File: src/hw/rtl/odpm_pkg.sv
// Package for the offline device priority monitor.
// Shared constants, codes and handshake structs; no dependencies.
`timescale 1ns / 1ps

package odpm_pkg;

  localparam int NUM_DEVICES = 6;
  localparam int IDX_W       = 3;
  localparam int CNT_W       = 3;
  localparam int PRI_W       = 3;
  localparam int TIME_W      = 32;
  localparam int TMO_W       = 16;
  localparam int PTAB_W      = PRI_W * NUM_DEVICES;
  localparam int CFG_IDX_W   = 2;
  localparam int CFG_DATA_W  = 18;
  localparam int IN_DATA_W   = 40;
  localparam int OUT_DATA_W  = 16;

  localparam logic [IDX_W-1:0] SEL_NONE = IDX_W'(NUM_DEVICES);

  localparam logic [TMO_W-1:0]       RST_TIMEOUT  = TMO_W'(200);
  localparam logic [NUM_DEVICES-1:0] RST_ENABLE   = {NUM_DEVICES{1'b1}};
  localparam logic [PTAB_W-1:0]      RST_PRIORITY = PTAB_W'(42798);

  localparam logic [CFG_IDX_W-1:0] CFG_TIMEOUT  = 2'd0;
  localparam logic [CFG_IDX_W-1:0] CFG_ENABLE   = 2'd1;
  localparam logic [CFG_IDX_W-1:0] CFG_PRIORITY = 2'd2;

  localparam logic CMD_HEARTBEAT = 1'b0;
  localparam logic CMD_SCAN      = 1'b1;

  typedef struct packed {
    logic              start;
    logic [TIME_W-1:0] now;
  } scan_req_t;

  typedef struct packed {
    logic busy;
    logic done;
  } scan_sts_t;

endpackage

File: src/hw/rtl/offline_device_priority_monitor_top.sv
// Offline device priority monitor, top level: stream ports, config registers,
// last-seen store, control and result register. Depends on odpm_pkg, odpm_scan.
// Heartbeat: ST_DONE registers the result once the output is free. Scan: walks the
// six devices one per cycle through one subtract/compare unit in ST_SCAN, then ST_DONE
// registers the result. Requests are taken only in ST_IDLE, one at a time.
// Reset (rst_n, synchronous, active low): times zero, nothing offline, no selection.
`timescale 1ns / 1ps

module offline_device_priority_monitor_top (
  input  logic                                clk,
  input  logic                                rst_n,
  input  logic                                in_tvalid,
  output logic                                in_tready,
  input  logic [odpm_pkg::IN_DATA_W-1:0]      in_tdata,   // device_id[2:0], now_ms[34:3]
  input  logic [0:0]                          in_tuser,   // cmd[0]
  output logic                                out_tvalid,
  input  logic                                out_tready,
  // offline_mask[5:0], offline_count[8:6], selected_id[11:9], any_offline[12]
  output logic [odpm_pkg::OUT_DATA_W-1:0]     out_tdata,
  input  logic                                cfg_we,
  input  logic [odpm_pkg::CFG_IDX_W-1:0]      cfg_idx,
  input  logic [odpm_pkg::CFG_DATA_W-1:0]     cfg_wdata
);
  import odpm_pkg::*;

  typedef enum logic [2:0] {
    ST_IDLE = 3'b001,
    ST_SCAN = 3'b010,
    ST_DONE = 3'b100
  } state_t;

  state_t                 state_r, state_nxt;
  logic [TMO_W-1:0]       timeout_r;
  logic [NUM_DEVICES-1:0] enable_r;
  logic [PTAB_W-1:0]      prio_r;
  logic [TIME_W-1:0]      seen_r [NUM_DEVICES];
  logic                   out_valid_r, out_valid_nxt;
  logic [OUT_DATA_W-1:0]  out_data_r, out_data_nxt;

  logic                   in_fire;
  logic                   in_cmd;
  logic [IDX_W-1:0]       in_dev;
  logic [TIME_W-1:0]      in_now;
  logic                   hb_wr;
  scan_req_t              scan_req;
  scan_sts_t              scan_sts;
  logic [IDX_W-1:0]       rd_idx;
  logic [NUM_DEVICES-1:0] flags;
  logic [CNT_W-1:0]       total;
  logic [IDX_W-1:0]       sel;
  logic                   out_free;

  assign in_cmd   = in_tuser[0];
  assign in_dev   = in_tdata[IDX_W-1:0];
  assign in_now   = in_tdata[IDX_W +: TIME_W];
  assign in_tready = (state_r == ST_IDLE);
  assign in_fire  = in_tvalid && in_tready;
  assign hb_wr    = in_fire && (in_cmd == CMD_HEARTBEAT)
                    && (32'(in_dev) < NUM_DEVICES) && enable_r[in_dev];
  assign out_free = !out_valid_r || out_tready;

  assign scan_req.start = in_fire && (in_cmd == CMD_SCAN);
  assign scan_req.now   = in_now;

  odpm_scan u_scan (
    .clk            (clk),
    .rst_n          (rst_n),
    .req            (scan_req),
    .timeout        (timeout_r),
    .enable_mask    (enable_r),
    .priority_table (prio_r),
    .rd_data        (seen_r[rd_idx]),
    .rd_idx         (rd_idx),
    .sts            (scan_sts),
    .flags          (flags),
    .total          (total),
    .sel            (sel)
  );

  always_comb begin
    state_nxt     = state_r;
    out_valid_nxt = out_valid_r && !out_tready;
    out_data_nxt  = out_data_r;
    unique case (state_r)
      ST_IDLE: begin
        if (in_fire) begin
          state_nxt = (in_cmd == CMD_SCAN) ? ST_SCAN : ST_DONE;
        end
      end
      ST_SCAN: begin
        if (scan_sts.done) begin
          state_nxt = ST_DONE;
        end
      end
      ST_DONE: begin
        if (out_free) begin
          out_valid_nxt = 1'b1;
          out_data_nxt  = OUT_DATA_W'({sel != SEL_NONE, sel, total, flags});
          state_nxt     = ST_IDLE;
        end
      end
      default: state_nxt = ST_IDLE;
    endcase
  end

  always_ff @(posedge clk) begin
    if (!rst_n) begin
      state_r     <= ST_IDLE;
      out_valid_r <= 1'b0;
      timeout_r   <= RST_TIMEOUT;
      enable_r    <= RST_ENABLE;
      prio_r      <= RST_PRIORITY;
      for (int i = 0; i < NUM_DEVICES; i++) begin
        seen_r[i] <= '0;
      end
    end else begin
      state_r     <= state_nxt;
      out_valid_r <= out_valid_nxt;
      if (cfg_we) begin
        unique case (cfg_idx)
          CFG_TIMEOUT:  timeout_r <= cfg_wdata[TMO_W-1:0];
          CFG_ENABLE:   enable_r  <= cfg_wdata[NUM_DEVICES-1:0];
          CFG_PRIORITY: prio_r    <= cfg_wdata[PTAB_W-1:0];
          default: ;
        endcase
      end
      if (hb_wr) begin
        seen_r[in_dev] <= in_now;
      end
    end
    out_data_r <= out_data_nxt;
  end

  assign out_tvalid = out_valid_r;
  assign out_tdata  = out_data_r;

  a_done_in_scan: assert property (@(posedge clk) disable iff (!rst_n)
    scan_sts.done |-> (state_r == ST_SCAN))
    else $error("scan finished outside scan state");
  a_scan_starts: assert property (@(posedge clk) disable iff (!rst_n)
    scan_req.start |=> scan_sts.busy)
    else $error("scan request did not start the walk");
  a_out_count: assert property (@(posedge clk) disable iff (!rst_n)
    out_valid_r |-> (out_data_r[8:6] == CNT_W'($countones(out_data_r[5:0]))))
    else $error("result count disagrees with mask");

endmodule

File: src/hw/rtl/odpm_gap_cmp.sv
// Shared gap unit: wrapping subtract of last-seen time and timeout compare.
// Depends on odpm_pkg.
`timescale 1ns / 1ps

module odpm_gap_cmp (
  input  logic [odpm_pkg::TIME_W-1:0] now,
  input  logic [odpm_pkg::TIME_W-1:0] seen,
  input  logic [odpm_pkg::TMO_W-1:0]  timeout,
  input  logic                        enabled,
  output logic                        offline
);
  import odpm_pkg::*;

  logic [TIME_W-1:0] gap;

  assign gap     = now - seen;
  assign offline = enabled && (gap > TIME_W'(timeout));

endmodule

File: src/hw/rtl/odpm_scan.sv
// Scan sequencer: walks the devices one per cycle through the gap unit,
// keeps offline flags, count and selection. Depends on odpm_pkg, odpm_gap_cmp.
`timescale 1ns / 1ps

module odpm_scan (
  input  logic                             clk,
  input  logic                             rst_n,
  input  odpm_pkg::scan_req_t              req,
  input  logic [odpm_pkg::TMO_W-1:0]       timeout,
  input  logic [odpm_pkg::NUM_DEVICES-1:0] enable_mask,
  input  logic [odpm_pkg::PTAB_W-1:0]      priority_table,
  input  logic [odpm_pkg::TIME_W-1:0]      rd_data,
  output logic [odpm_pkg::IDX_W-1:0]       rd_idx,
  output odpm_pkg::scan_sts_t              sts,
  output logic [odpm_pkg::NUM_DEVICES-1:0] flags,
  output logic [odpm_pkg::CNT_W-1:0]       total,
  output logic [odpm_pkg::IDX_W-1:0]       sel
);
  import odpm_pkg::*;

  logic                   busy_r, busy_nxt;
  logic                   done_r, done_nxt;
  logic [IDX_W-1:0]       idx_r, idx_nxt;
  logic [TIME_W-1:0]      now_r, now_nxt;
  logic [NUM_DEVICES-1:0] facc_r, facc_nxt;
  logic [CNT_W-1:0]       cacc_r, cacc_nxt;
  logic [PRI_W-1:0]       best_r, best_nxt;
  logic [IDX_W-1:0]       sacc_r, sacc_nxt;
  logic [NUM_DEVICES-1:0] flags_r, flags_nxt;
  logic [CNT_W-1:0]       total_r, total_nxt;
  logic [IDX_W-1:0]       sel_r, sel_nxt;
  logic                   off;
  logic [PRI_W-1:0]       pri;
  logic                   last;

  odpm_gap_cmp u_gap (
    .now     (now_r),
    .seen    (rd_data),
    .timeout (timeout),
    .enabled (enable_mask[idx_r]),
    .offline (off)
  );

  assign pri  = priority_table[idx_r*PRI_W +: PRI_W];
  assign last = (idx_r == IDX_W'(NUM_DEVICES - 1));

  always_comb begin
    busy_nxt  = busy_r;
    done_nxt  = 1'b0;
    idx_nxt   = idx_r;
    now_nxt   = now_r;
    facc_nxt  = facc_r;
    cacc_nxt  = cacc_r;
    best_nxt  = best_r;
    sacc_nxt  = sacc_r;
    flags_nxt = flags_r;
    total_nxt = total_r;
    sel_nxt   = sel_r;
    if (req.start && !busy_r) begin
      busy_nxt = 1'b1;
      idx_nxt  = '0;
      now_nxt  = req.now;
      facc_nxt = '0;
      cacc_nxt = '0;
      best_nxt = '0;
      sacc_nxt = sel_r;
    end else if (busy_r) begin
      facc_nxt = facc_r | (NUM_DEVICES'(off) << idx_r);
      cacc_nxt = cacc_r + CNT_W'(off);
      if (off && (pri > best_r)) begin
        best_nxt = pri;
        sacc_nxt = idx_r;
      end
      idx_nxt = idx_r + 1'b1;
      if (last) begin
        busy_nxt  = 1'b0;
        done_nxt  = 1'b1;
        flags_nxt = facc_nxt;
        total_nxt = cacc_nxt;
        sel_nxt   = (cacc_nxt == '0) ? SEL_NONE : sacc_nxt;
      end
    end
  end

  always_ff @(posedge clk) begin
    if (!rst_n) begin
      busy_r  <= 1'b0;
      done_r  <= 1'b0;
      idx_r   <= '0;
      flags_r <= '0;
      total_r <= '0;
      sel_r   <= SEL_NONE;
    end else begin
      busy_r  <= busy_nxt;
      done_r  <= done_nxt;
      idx_r   <= idx_nxt;
      flags_r <= flags_nxt;
      total_r <= total_nxt;
      sel_r   <= sel_nxt;
    end
    now_r  <= now_nxt;
    facc_r <= facc_nxt;
    cacc_r <= cacc_nxt;
    best_r <= best_nxt;
    sacc_r <= sacc_nxt;
  end

  assign rd_idx    = idx_r;
  assign sts.busy  = busy_r;
  assign sts.done  = done_r;
  assign flags     = flags_r;
  assign total     = total_r;
  assign sel       = sel_r;

  a_cnt_flags: assert property (@(posedge clk) disable iff (!rst_n)
    total_r == CNT_W'($countones(flags_r)))
    else $error("offline count does not match flags");
  a_zero_none: assert property (@(posedge clk) disable iff (!rst_n)
    (total_r == '0) |-> (sel_r == SEL_NONE))
    else $error("selection kept with nothing offline");
  a_done_once: assert property (@(posedge clk) disable iff (!rst_n)
    done_r |-> !busy_r && $past(busy_r))
    else $error("scan done without a walk");

endmodule

File: config.mk
export PLATFORM = sky130hd
export DESIGN_NAME = offline_device_priority_monitor_top
export DESIGN_NICKNAME = d
export VERILOG_FILES = /design/src/hw/rtl/odpm_pkg.sv /design/src/hw/rtl/offline_device_priority_monitor_top.sv /design/src/hw/rtl/odpm_gap_cmp.sv /design/src/hw/rtl/odpm_scan.sv
export SDC_FILE = /design/constraint.sdc
export NUM_CORES = 1
export LEC_CHECK = 0
export ABC_AREA = 1
export BUFFER_PORTS_ARGS = -buffer_cell sky130_fd_sc_hd__buf_2
export CAP_MARGIN = 20
export CORE_MARGIN = 2
export CORE_UTILIZATION = 62
export CTS_BUF_LIST = sky130_fd_sc_hd__clkbuf_16
export CTS_CLUSTER_DIAMETER = 120
export DETAILED_ROUTE_END_ITERATION = 10
export PLACE_DENSITY = 0.87
export SYNTH_ARGS = -nofsm -noshare
export SYNTH_HDL_FRONTEND = slang
export SYNTH_HIERARCHICAL = 1
export SYNTH_SLANG_ARGS = --single-unit
File: constraint.sdc
create_clock -name clk -period 6.1 [get_ports clk]
set_input_delay 1.22 -clock clk [delete_from_list [all_inputs] [get_ports clk]]
set_output_delay 1.22 -clock clk [all_outputs]
set_load 0.02 [all_outputs]
==> impl_metrics.json <==
{
  "status": "completed",
  "layout.cells.most_common_list": "sky130_fd_sc_hd__nand2_1, sky130_fd_sc_hd__nor2_1, sky130_fd_sc_hd__edfxtp_1, sky130_fd_sc_hd__inv_1, sky130_fd_sc_hd__o21ai_0",
  "via_count": 15700,
  "intPower_w": 0.00466,
  "layout_min_cycle_time_ns": 5.57,
  "end_kind": "register",
  "global_route.usage.total_pct": 30.0,
  "setup-tns-final_ns": 0,
  "part_of_the_cycle_the_worst_path_needs_pct": 91.2,
  "core_region_area_um2": 30500,
  "clock.fmax_mhz": 180,
  "tritoncts.num_buffers": 40,
  "grt_antenna_before_repair": 2,
  "timing_worst_slew_pin_value_ns": 1.13,
  "design.final.nets": 2411,
  "gr-total-overflow": 0,
  "yosys_warnings": 6,
  "power.share.sequential_pct": 46.0,
  "gp_congestion": 0.900,
  "cp-start-kind": "register",
  "power_switching_share_pct": 27.8,
  "required_ns": 6.53,
  "comb_power_share_pct": 17.2,
  "drt_pass1_iterations": 6,
  "hold_class": "reg2reg",
  "floorplan.initialDensity_pct": 62.9,
  "route.final.wire_length_um": 50000,
  "die_area_um2": 32400,
  "hold_viol": 0,
  "power.ir.vdd_worst_v": 0.000231,
  "cts_root_buf": "sky130_fd_sc_hd__clkbuf_16",
  "io_pins": 84,
  "rsz0062_at_grt": "no",
  "critical_path_class": "reg2reg",
  "final_layout_size_suffix_gt1_share_pct": 11.3,
  "max-slew-margin-rel_pct": 24.7,
  "buffer_ports.inserted": 75,
  "clk_latency_ns": 0.53,
  "wl_per_cell_um": 18.4,
  "hpwl_um": 31900,
  "fin_skew_ns": 0.0244,
  "clk_path_buf_depth": 3,
  "power_switching_w": 0.00180,
  "total_power_w": 0.00646,
  "flow.area_growth_from_synthesis_pct": 11.3,
  "critical_path.slowest_cell": "sky130_fd_sc_hd__dfxtp_4",
  "worst-endpoint-arrival_ns": 5.99,
  "cts_tree": "built",
  "layout_commonest_cell": "sky130_fd_sc_hd__nand2_1",
  "clock_sink_count": 377,
  "postRouteAntennaNets": 0,
  "timing_max_transition_violations_final": 0,
  "clock_slew_at_reported_path_ffs_ns": 0.06,
  "route.detailed.vias_per_inst": 5.77,
  "worstPathMaxFanout": 47,
  "fp.dieH_um": 180,
  "max_cap_viol_count": 0,
  "critical_path.max_stage_delay_ns": 0.45,
  "netlist_instances": 2170,
  "power.share.clock_pct": 36.7,
  "row_count": 64,
  "largest_net_degree_at_the_start_of_global_routing": 105,
  "first_global_vias": 15400,
  "timing.final.setup_violations": 0,
  "syn-mean-instance-area_um2": 8.84,
  "die_x_um": 180,
  "grt_first_pass_wirelength_um": 77600,
  "power.density_nw_per_um2": 303,
  "drcViolationCount": 0,
  "post_synthesis_cell_area_um2": 19200,
  "critical_path.most_common_cell": "sky130_fd_sc_hd__nand2_1",
  "dr.first_iter.drc_count": 1977,
  "cts-htree-levels": 2,
  "p_leak_nw": 9.25
}
[worst max-delay path: cells and delay by family, from the launching register on]
family	cells	cell delay, ns
and+or+nand+nor	24	2.48
AOI/OAI and AO/OA	2	0.34
DFF	1	0.45
xor gates and xnor gates	1	0.08
buffers and inverters	6	0.91
adders and majority gates	4	1.16
[path summary, 6_finish.rpt]
path	start	to	slack [ns]	cells after the start
worst min-delay path	u_scan/flags[4]	out_tdata[4]	0.43	0
worst max-delay path	u_scan/rd_idx[0]	u_scan/sel[1]	0.53	37
worst max register to register	u_scan/rd_idx[0]	u_scan/sel[1]	0.53	37
worst min register to register	u_scan/flags[4]	out_tdata[4]	0.43	0
[through the flow]
stage	util, %	cells	setup slack (ns)	hold WS, ns	instance area [um2]
2_1_floorplan	-	2236	1.58	0.409	19400
3_3_place_gp	65.6	2642	0.752	0.417	20000
3_5_place_dp	65.6	2642	0.670	0.419	20000
4_1_cts	69.8	2711	0.565	0.433	21300
5_1_grt	69.9	2713	0.0561	0.446	21300
6_report	69.9	2714	0.535	0.431	21300
[cell type report]
class | instances | area (um2)
Sequential cell | 377 | 10600
Fill cell | 2155 | 9170
Multi-Input combinational cell | 1476 | 7230
Inverter | 297 | 1120
Clock buffer | 41 | 1030
Timing Repair Buffer | 98 | 611
Tap cell | 396 | 495
Clock inverter | 28 | 253
Antenna cell | 1 | 2.50
[sequential cells by signal, indices dropped and copies added, names as in the netlist, 6 cells and up]
| register | flops |
|---|---|
| enable_r | 6 |
| out_tdata | 13 |
| prio_r | 18 |
| seen_r | 256 |
| timeout_r | 16 |
| u_scan/facc_r | 6 |
| u_scan/flags | 6 |
| u_scan/now_r | 32 |
[timing repair]
item | in CTS | in global routing
gates resized for setup | 0 | 1
hold buffers | 0 | 0
endpoints found under the setup margin | 0 | 3
buffers inserted | 0 | 1
hold endpoints to repair | 0 | 0
[layer usage]
metal | share of wire [%] | GRT usage [%] | vias up
li1 | - | - | 7224
met1 | 38 | 38.6 | 7329
met2 | 48 | 50.3 | 936
met3 | 10 | 5.21 | 174
met4 | 3.8 | 13.0 | 2
met5 | 0.026 | 0 | -
[power by group through the flow]
stage / clock [W] / sequential (W) / combinational, W
floorplan: 0 / 0.00300 / 0.000786
finish: 0.00237 / 0.00297 / 0.00111
global route: 0.00248 / 0.00298 / 0.00124
global placement: 0 / 0.00301 / 0.00103
CTS: 0.00238 / 0.00297 / 0.00108
detailed placement: 0 / 0.00302 / 0.00107
Note: power is estimated with default switching activity, not from simulation.
